`config.mk`:
```
export PLATFORM = sky130hd
export DESIGN_NAME = pulse_rate_meter_core
export DESIGN_NICKNAME = d
export VERILOG_FILES = /design/src/prm_pkg.sv /design/src/pulse_rate_meter_core.sv /design/src/prm_front.sv /design/src/prm_back.sv /design/src/prm_res_q.sv
export SDC_FILE = /design/constraint.sdc
export NUM_CORES = 2
export LEC_CHECK = 0
export BUFFER_PORTS_ARGS = -buffer_cell sky130_fd_sc_hd__buf_4
export CAP_MARGIN = 10
export CORE_MARGIN = 3
export CORE_UTILIZATION = 50
export CTS_CLUSTER_DIAMETER = 200
export DETAILED_ROUTE_END_ITERATION = 10
export PLACE_DENSITY = 0.62
export RECOVER_POWER = 25
export SKIP_CTS_REPAIR_TIMING = 1
export SKIP_LAST_GASP = 1
export SLEW_MARGIN = 0
export SYNTH_ARGS = -nofsm -noshare
export SYNTH_HDL_FRONTEND = slang
export SYNTH_SLANG_ARGS = --single-unit
```
`constraint.sdc`:
```
create_clock -name clk -period 12.2 [get_ports clk]
set_clock_uncertainty 0.2 [all_clocks]
set_input_delay 0.61 -clock clk [delete_from_list [all_inputs] [get_ports clk]]
set_output_delay 0.61 -clock clk [all_outputs]
set_load 0.02 [all_outputs]
```
`src/prm_pkg.sv`:
```
// Shared types and constants for the pulse rate meter.
package prm_pkg;

  localparam int TS_W      = 32;
  localparam int GAIN_W    = 24;
  localparam int TMO_W     = 12;
  localparam int RATE_W    = 44;
  localparam int CFG_IDX_W = 1;
  localparam int CNT_W     = 6;

  localparam logic [19:0] US_PER_S = 20'd1000000;

  localparam logic [CFG_IDX_W-1:0] CFG_GAIN = 1'b0;
  localparam logic [CFG_IDX_W-1:0] CFG_TMO  = 1'b1;

  localparam logic [GAIN_W-1:0] GAIN_RST = 24'd65536;
  localparam logic [TMO_W-1:0]  TMO_RST  = 12'd5;

  localparam logic [CNT_W-1:0] RATE_STEPS = 6'd44;

  typedef struct packed {
    logic            is_read;
    logic [TS_W-1:0] now_us;
  } item_t;

  typedef struct packed {
    logic [RATE_W-1:0] rate_value;
    logic              timed_out;
  } res_t;

  typedef enum logic [2:0] {
    ST_IDLE,
    ST_LIMIT,
    ST_CHECK,
    ST_AVG_CHK,
    ST_DIV_RATE,
    ST_EMIT
  } bk_state_t;

endpackage

```
`src/pulse_rate_meter_core.sv`:
```
// Top level of the pulse rate meter: config registers, queues and execution core.
// Each request beat carries the current microsecond time. A pulse beat shifts that
// time into a window of the last DEPTH stamps and yields no result; the core stays
// idle. A read beat tests the newest stamp against timeout_s seconds, then averages
// the window span and divides 1e6 * conv_gain by that average, for a Q28.16 rate
// from a Q8.16 gain. The average comes from a reciprocal multiply by 1/(DEPTH-1);
// the rate runs on a restoring divider at one bit per cycle for 44 divide steps
// after the limit, check and average-check states; an emit state then waits for
// room in the result queue; a zero average or a timeout skips the divider. Two-entry
// queues on both sides let a new beat be pushed and an old result popped while busy.
module pulse_rate_meter_core #(
  parameter int DEPTH = 8
) (
  input  logic        clk,
  input  logic        rst_n,
  input  logic        in_push,
  output logic        in_full,
  input  logic        in_req_type,
  input  logic [31:0] in_now_us,
  output logic        out_empty,
  input  logic        out_pop,
  output logic [43:0] out_rate_value,
  output logic        out_timed_out,
  input  logic        cfg_valid,
  output logic        cfg_ready,
  input  logic [0:0]  cfg_index,
  input  logic [23:0] cfg_data
);
  import prm_pkg::*;

  logic [GAIN_W-1:0] gain_r;
  logic [TMO_W-1:0]  tmo_r;
  logic              item_valid;
  item_t             item;
  logic              item_take;
  logic              res_push;
  res_t              res;
  logic              res_full;
  logic              cfg_wr;

  assign cfg_ready = 1'b1;
  assign cfg_wr    = cfg_valid && cfg_ready;

  always_ff @(posedge clk) begin
    if (!rst_n) begin
      gain_r <= GAIN_RST;
      tmo_r  <= TMO_RST;
    end else if (cfg_wr) begin
      case (cfg_index)
        CFG_GAIN: gain_r <= cfg_data;
        CFG_TMO:  tmo_r  <= cfg_data[TMO_W-1:0];
        default: begin
        end
      endcase
    end
  end

  prm_front u_front (
    .clk         (clk),
    .rst_n       (rst_n),
    .in_push     (in_push),
    .in_full     (in_full),
    .in_req_type (in_req_type),
    .in_now_us   (in_now_us),
    .item_valid  (item_valid),
    .item        (item),
    .item_take   (item_take)
  );

  prm_back #(
    .DEPTH (DEPTH)
  ) u_back (
    .clk        (clk),
    .rst_n      (rst_n),
    .item_valid (item_valid),
    .item       (item),
    .item_take  (item_take),
    .conv_gain  (gain_r),
    .timeout_s  (tmo_r),
    .res_push   (res_push),
    .res        (res),
    .res_full   (res_full)
  );

  prm_res_q u_res_q (
    .clk            (clk),
    .rst_n          (rst_n),
    .res_push       (res_push),
    .res            (res),
    .res_full       (res_full),
    .out_empty      (out_empty),
    .out_pop        (out_pop),
    .out_rate_value (out_rate_value),
    .out_timed_out  (out_timed_out)
  );

  // core never pushes a result into a full queue
  a_push_room: assert property (@(posedge clk) disable iff (!rst_n)
    res_push |-> !res_full)
    else $error("result pushed into full queue");

  // core only takes a beat the front actually holds
  a_take_valid: assert property (@(posedge clk) disable iff (!rst_n)
    item_take |-> item_valid)
    else $error("core took a beat from an empty front queue");

  a_gain_write: assert property (@(posedge clk) disable iff (!rst_n)
    (cfg_wr && cfg_index == CFG_GAIN) |=> gain_r == $past(cfg_data))
    else $error("gain write lost");

endmodule

```
`src/prm_front.sv`:
```
// Input side: accepts request beats, tags them and holds them in a two-entry queue.
module prm_front (
  input  logic                    clk,
  input  logic                    rst_n,
  input  logic                    in_push,
  output logic                    in_full,
  input  logic                    in_req_type,
  input  logic [31:0]             in_now_us,
  output logic                    item_valid,
  output prm_pkg::item_t          item,
  input  logic                    item_take
);
  import prm_pkg::*;

  item_t      slot0_r, slot0_nxt;
  item_t      slot1_r, slot1_nxt;
  logic [1:0] cnt_r, cnt_nxt;
  item_t      new_item;
  logic       put;
  logic       take;

  assign in_full    = (cnt_r == 2'd2);
  assign item_valid = (cnt_r != 2'd0);
  assign item       = slot0_r;
  assign put        = in_push && !in_full;
  assign take       = item_take && item_valid;

  always_comb begin
    new_item.is_read = in_req_type;
    new_item.now_us  = in_now_us;
    slot0_nxt = slot0_r;
    slot1_nxt = slot1_r;
    cnt_nxt   = cnt_r;
    if (put && take) begin
      if (cnt_r == 2'd1) begin
        slot0_nxt = new_item;
      end else begin
        slot0_nxt = slot1_r;
        slot1_nxt = new_item;
      end
    end else if (take) begin
      slot0_nxt = slot1_r;
      cnt_nxt   = cnt_r - 2'd1;
    end else if (put) begin
      if (cnt_r == 2'd0) begin
        slot0_nxt = new_item;
      end else begin
        slot1_nxt = new_item;
      end
      cnt_nxt = cnt_r + 2'd1;
    end
  end

  always_ff @(posedge clk) begin
    if (!rst_n) begin
      cnt_r <= 2'd0;
    end else begin
      cnt_r <= cnt_nxt;
    end
  end

  always_ff @(posedge clk) begin
    slot0_r <= slot0_nxt;
    slot1_r <= slot1_nxt;
  end

endmodule

```
`src/prm_back.sv`:
```
// Execution side: timestamp window, timeout test, reciprocal average and serial rate divider.
module prm_back #(
  parameter int DEPTH = 8
) (
  input  logic                    clk,
  input  logic                    rst_n,
  input  logic                    item_valid,
  input  prm_pkg::item_t          item,
  output logic                    item_take,
  input  logic [23:0]             conv_gain,
  input  logic [11:0]             timeout_s,
  output logic                    res_push,
  output prm_pkg::res_t           res,
  input  logic                    res_full
);
  import prm_pkg::*;

  // span / (DEPTH-1) as span * ceil(2^AVG_SH / (DEPTH-1)) >> AVG_SH, exact for 32-bit spans
  localparam int            AVG_SH  = TS_W + $clog2(DEPTH - 1);
  localparam logic [63:0]   AVG_M64 = ((64'd1 << AVG_SH) + 64'(DEPTH - 2)) / 64'(DEPTH - 1);
  localparam logic [TS_W:0] AVG_M   = (TS_W+1)'(AVG_M64);
  localparam int            AP_W    = 2 * TS_W + 8;

  bk_state_t          state_r, state_nxt;
  logic [TS_W-1:0]    win_r [DEPTH];
  logic [TS_W-1:0]    win_nxt [DEPTH];
  logic [TS_W-1:0]    now_r, now_nxt;
  logic [TS_W-1:0]    limit_r, limit_nxt;
  logic [RATE_W-1:0]  prod_r, prod_nxt;
  logic [RATE_W-1:0]  dvd_r, dvd_nxt;
  logic [TS_W-1:0]    dvs_r, dvs_nxt;
  logic [TS_W-1:0]    rem_r, rem_nxt;
  logic [CNT_W-1:0]   cnt_r, cnt_nxt;
  logic [TS_W-1:0]    avg_r, avg_nxt;
  res_t               res_r, res_nxt;

  logic [TS_W-1:0]    age;
  logic [TS_W-1:0]    span;
  logic [AP_W-1:0]    avg_prod;
  logic [TS_W-1:0]    avg;
  logic [TS_W:0]      rem_sh;
  logic [TS_W:0]      diff;
  logic               qbit;
  logic [TS_W-1:0]    rem_step;
  logic [RATE_W-1:0]  dvd_step;

  assign age      = now_r - win_r[DEPTH-1];
  assign span     = win_r[DEPTH-1] - win_r[0];
  assign avg_prod = AP_W'(span) * AP_W'(AVG_M);
  assign avg      = avg_prod[AVG_SH +: TS_W];

  // one restoring divide step per cycle; quotient bits shift in at the bottom
  assign rem_sh   = {rem_r, dvd_r[RATE_W-1]};
  assign diff     = rem_sh - {1'b0, dvs_r};
  assign qbit     = !diff[TS_W];
  assign rem_step = qbit ? diff[TS_W-1:0] : rem_sh[TS_W-1:0];
  assign dvd_step = {dvd_r[RATE_W-2:0], qbit};

  assign res = res_r;

  always_comb begin
    state_nxt = state_r;
    win_nxt   = win_r;
    now_nxt   = now_r;
    limit_nxt = limit_r;
    prod_nxt  = prod_r;
    dvd_nxt   = dvd_r;
    dvs_nxt   = dvs_r;
    rem_nxt   = rem_r;
    cnt_nxt   = cnt_r;
    avg_nxt   = avg_r;
    res_nxt   = res_r;
    item_take = 1'b0;
    res_push  = 1'b0;
    case (state_r)
      ST_IDLE: begin
        if (item_valid) begin
          item_take = 1'b1;
          if (!item.is_read) begin
            for (int i = 0; i < DEPTH - 1; i++) begin
              win_nxt[i] = win_r[i+1];
            end
            win_nxt[DEPTH-1] = item.now_us;
          end else begin
            now_nxt   = item.now_us;
            state_nxt = ST_LIMIT;
          end
        end
      end
      ST_LIMIT: begin
        limit_nxt = TS_W'({20'd0, timeout_s} * {12'd0, US_PER_S});
        prod_nxt  = {20'd0, conv_gain} * {24'd0, US_PER_S};
        state_nxt = ST_CHECK;
      end
      ST_CHECK: begin
        if (age > limit_r) begin
          for (int i = 0; i < DEPTH; i++) begin
            win_nxt[i] = now_r;
          end
          res_nxt.rate_value = '0;
          res_nxt.timed_out  = 1'b1;
          state_nxt = ST_EMIT;
        end else begin
          avg_nxt   = avg;
          state_nxt = ST_AVG_CHK;
        end
      end
      ST_AVG_CHK: begin
        if (avg_r == '0) begin
          res_nxt.rate_value = '0;
          res_nxt.timed_out  = 1'b0;
          state_nxt = ST_EMIT;
        end else begin
          dvd_nxt   = prod_r;
          dvs_nxt   = avg_r;
          rem_nxt   = '0;
          cnt_nxt   = RATE_STEPS;
          state_nxt = ST_DIV_RATE;
        end
      end
      ST_DIV_RATE: begin
        dvd_nxt = dvd_step;
        rem_nxt = rem_step;
        cnt_nxt = cnt_r - CNT_W'(1);
        if (cnt_r == CNT_W'(1)) begin
          res_nxt.rate_value = dvd_step;
          res_nxt.timed_out  = 1'b0;
          state_nxt = ST_EMIT;
        end
      end
      ST_EMIT: begin
        if (!res_full) begin
          res_push  = 1'b1;
          state_nxt = ST_IDLE;
        end
      end
      default: begin
        state_nxt = ST_IDLE;
      end
    endcase
  end

  always_ff @(posedge clk) begin
    if (!rst_n) begin
      state_r <= ST_IDLE;
      for (int i = 0; i < DEPTH; i++) begin
        win_r[i] <= '0;
      end
    end else begin
      state_r <= state_nxt;
      win_r   <= win_nxt;
    end
  end

  always_ff @(posedge clk) begin
    now_r   <= now_nxt;
    limit_r <= limit_nxt;
    prod_r  <= prod_nxt;
    dvd_r   <= dvd_nxt;
    dvs_r   <= dvs_nxt;
    rem_r   <= rem_nxt;
    cnt_r   <= cnt_nxt;
    avg_r   <= avg_nxt;
    res_r   <= res_nxt;
  end

endmodule

```
`src/prm_res_q.sv`:
```
// Output side: two-entry result queue in front of the pop port.
module prm_res_q (
  input  logic                    clk,
  input  logic                    rst_n,
  input  logic                    res_push,
  input  prm_pkg::res_t           res,
  output logic                    res_full,
  output logic                    out_empty,
  input  logic                    out_pop,
  output logic [43:0]             out_rate_value,
  output logic                    out_timed_out
);
  import prm_pkg::*;

  res_t       slot0_r, slot0_nxt;
  res_t       slot1_r, slot1_nxt;
  logic [1:0] cnt_r, cnt_nxt;
  logic       put;
  logic       take;

  assign res_full       = (cnt_r == 2'd2);
  assign out_empty      = (cnt_r == 2'd0);
  assign out_rate_value = slot0_r.rate_value;
  assign out_timed_out  = slot0_r.timed_out;
  assign put            = res_push && !res_full;
  assign take           = out_pop && !out_empty;

  always_comb begin
    slot0_nxt = slot0_r;
    slot1_nxt = slot1_r;
    cnt_nxt   = cnt_r;
    if (put && take) begin
      if (cnt_r == 2'd1) begin
        slot0_nxt = res;
      end else begin
        slot0_nxt = slot1_r;
        slot1_nxt = res;
      end
    end else if (take) begin
      slot0_nxt = slot1_r;
      cnt_nxt   = cnt_r - 2'd1;
    end else if (put) begin
      if (cnt_r == 2'd0) begin
        slot0_nxt = res;
      end else begin
        slot1_nxt = res;
      end
      cnt_nxt = cnt_r + 2'd1;
    end
  end

  always_ff @(posedge clk) begin
    if (!rst_n) begin
      cnt_r <= 2'd0;
    end else begin
      cnt_r <= cnt_nxt;
    end
  end

  always_ff @(posedge clk) begin
    slot0_r <= slot0_nxt;
    slot1_r <= slot1_nxt;
  end

endmodule
```
==> impl_results.md <==
- GRT Max-Usage Layer: met2
- Max_cap viols: 5
- Critical Path AT: 10,370 ps
- Worst setup SP type: register
- Final ANT Viol Nets: 0
- Dpl hpwl: 81,000 um
- FF+latch count, synth: 738
- Worst-Skew Late Latency: 660 ps
- Slowest CP cell: fa_1
- Slew Limit Fails: 324
- Final Hold Fails: 0
- Top delay family on crit path: adder cells
- Clock-pin slew on the worst setup and hold paths: 70 ps
- # IOs: 111
- Filler Cells Inserted: 8,527
- Sequential cell area: 19,200 um^2
- Std-Cell Rows: 115
- Drc violations: 0
- Initial Util: 0.507
- Post-Synth Simple-Gate Area: 0.0582
- Status: finished with violations
- GRT Util Overall: 0.212
- Vias in the first global route: 32.4k
- H-tree lvl count: 3
- Final Critical Period: 10,190 ps
- Post-Synth XOR/XNOR Area: 0.0293
- Largest net degree at the start of global routing: 233
- Die Wd: 323 um
- Synth warn: 0
- Critical Path Max Stage Delay: 550 ps
- M3 GR Usage: 0.0333
- Drt pass-1 iters: 5
- Final worst path period share: 0.835
- Area of the multi-input gates: 28,100 um^2
- Avg WL per Cell: 18.7 um
- Clk buf depth: 3
- Largest area contributor in the netlist: edfxtp_1
- Synth Area in Adders: 0.282
- Clock root buffer: clkbuf_16
- DRT iter0 DRCs: 2,336
- Number of clock sinks: 738
- Commonest cells post-synth: inv_1, ha_1, a22o_1
- CTS buffer count: 82
- Initial antenna violation count: 2
- Syn_area_per_cell: 11.3 um^2
- Area added between synthesis and finish: 9.77%
- Least-Margin Pin Slew: 3720 ps
- CP max FO: 6
- Buf/Inv on CP: 6
- Final nets: 5,528
- Async set or reset register ratio after synthesis: 0
- Fin Setup TNS: 0 ps
- Synth area leaders: edfxtp_1, ha_1, fa_1
- Worst slew margin: -1.48
- Main combinational cell family by area after synthesis: adder cells
- Fmax: 98.1 MHz
- Die height: 323 um
- Vias: 32.9k
- RSZ-0062 raised after global routing: false
- Synth Cell Area: 50,300 um^2
- Synth Net Count: 5,469
- CORE AREA: 99,100 um^2
- Yosys top cell area share: 0.262
- Worst setup EP type: register
- Hold Crit Class: input pin to register
- Number of synthesized flops with an enable pin: 439
- Met2 Use GR: 0.327
- Final number of setup-violating endpoints: 0
- IO buf count: 109
- Mapped Cells: 4,465
- Mux share of post-synthesis cell area: 0.0185
- Final WL: 110,000 um
- Vias per std cell: 5.59
- Compound-gate portion of the synthesized area: 0.168
- Layout cells sized above 1: 0.0708
- CTS tree: yes
- WP data required: 12,380 ps
- Setup Crit Path Kind: register to register
- Sequential share of the synthesized area: 0.381
- M1 GR Usage: 0.315
- Failing checks: capacitance limit, slew limit
- RD Place Congestion: 0.878
- Top_reg_cell synth: edfxtp_1
- Most frequent cell after synthesis: inv_1
- Full die area: 104,000 um^2
- Diode count: 0
- First-pass GRT wire length: 177,000 um
- Total congestion overflow: 0
- Unique masters post-synth: 84
## path summary, 6_finish.rpt
path / start / endpoint / slack, ps / depth (start not counted)
worst max-delay path: u_back.win_r[1] / u_back.avg_r[29] / 2010 / 38
worst min-delay path: cfg_data[23] / gain_r[23] / 20 / 3
worst max register to register: u_back.win_r[1] / u_back.avg_r[29] / 2010 / 38
worst min register to register: u_back.res[23] / u_res_q.slot1_r[23] / 240 / 0
## layout by cell type (no fill, tap or decap), types with 16 or more instances in the layout
master	instances
a21o_1	133
inv_1	630
clkbuf_16	84
clkbuf_1	77
a21oi_1	176
dlygate4sd3_1	33
nand2b_1	26
o21bai_1	29
nand4_1	21
clkbuf_4	25
dfxtp_1	299
and3_1	65
a21boi_0	42
or3_1	16
edfxtp_1	439
xnor2_1	113
a31oi_1	16
nand3_1	41
o21ai_0	73
buf_4	52
ha_1	620
xor2_1	55
a22o_1	512
nor2b_1	31
nand2_1	196
nor3_1	44
o21a_1	25
mux2_2	78
nor2_1	94
fa_1	321
## final cells by class
type	instances	area share
Multi-Input combinational cell	2902	0.509
Sequential cell	738	0.347
Inverter	630	0.0428
Clock buffer	110	0.0412
Tap cell	1287	0.0292
Timing Repair Buffer	170	0.0211
Clock inverter	43	0.00965
## flip-flops by register name (all words and copies together), names as in the netlist
register                cells
gain_r                     24
u_res_q.out_rate_value     44
u_res_q.out_timed_out       1
u_front.slot1_r            33
u_back.win_r              256
u_back.res                 45
u_front.item               33
u_back.dvs_r               30
tmo_r                      12
u_back.now_r               32
u_back.limit_r             26
u_back.state_r              3
u_res_q.cnt_r               2
u_back.cnt_r                6
u_back.prod_r              38
u_back.rem_r               32
u_front.cnt_r               2
u_back.avg_r               30
u_back.dvd_r               44
u_res_q.slot1_r            45
## worst reg2reg max path, delay by kind of cell, from the launching register on
| family | cells | cell delay (ps) |
|---|---|---|
| and+or+nand+nor | 6 | 730 |
| adders and majority gates | 10 | 3980 |
| DFF | 1 | 480 |
| buffers and inverters | 6 | 300 |
| AOI/OAI and AO/OA | 14 | 3580 |
| xor gates and xnor gates | 2 | 630 |
## per-stage QoR
step / instances / worst slack, ps / hold WS (ps) / utilization / area [um^2]
4_1_cts: 5847 / 1980 / -118 / 0.556 / 55100
2_1_floorplan: 4465 / 3110 / 222 / - / 50300
3_5_place_dp: 5694 / 1980 / 231 / 0.528 / 52300
3_3_place_gp: 5694 / 2150 / 224 / 0.528 / 52300
5_1_grt: 5880 / 1200 / 9.51 / 0.557 / 55200
6_report: 5880 / 2010 / 20.6 / 0.557 / 55200
## per-layer routing
metal,wire length [um],vias up
li1,-,16052
met1,54500,16191
met2,48800,539
met3,4660,113
met4,2060,0
met5,0,-
## logic make-up after synthesis
logic type | after synthesis
AOI/OAI and AO/OA | 1117
adders and majority gates | 941
buffers and inverters | 825
DFF | 738
and+or+nand+nor | 592
xor gates and xnor gates | 168
muxes | 83
other | 1
Power is left out: the tool's default activity adds up to more than one toggle a clock period on the data nets, which glitch-free logic cannot reach.
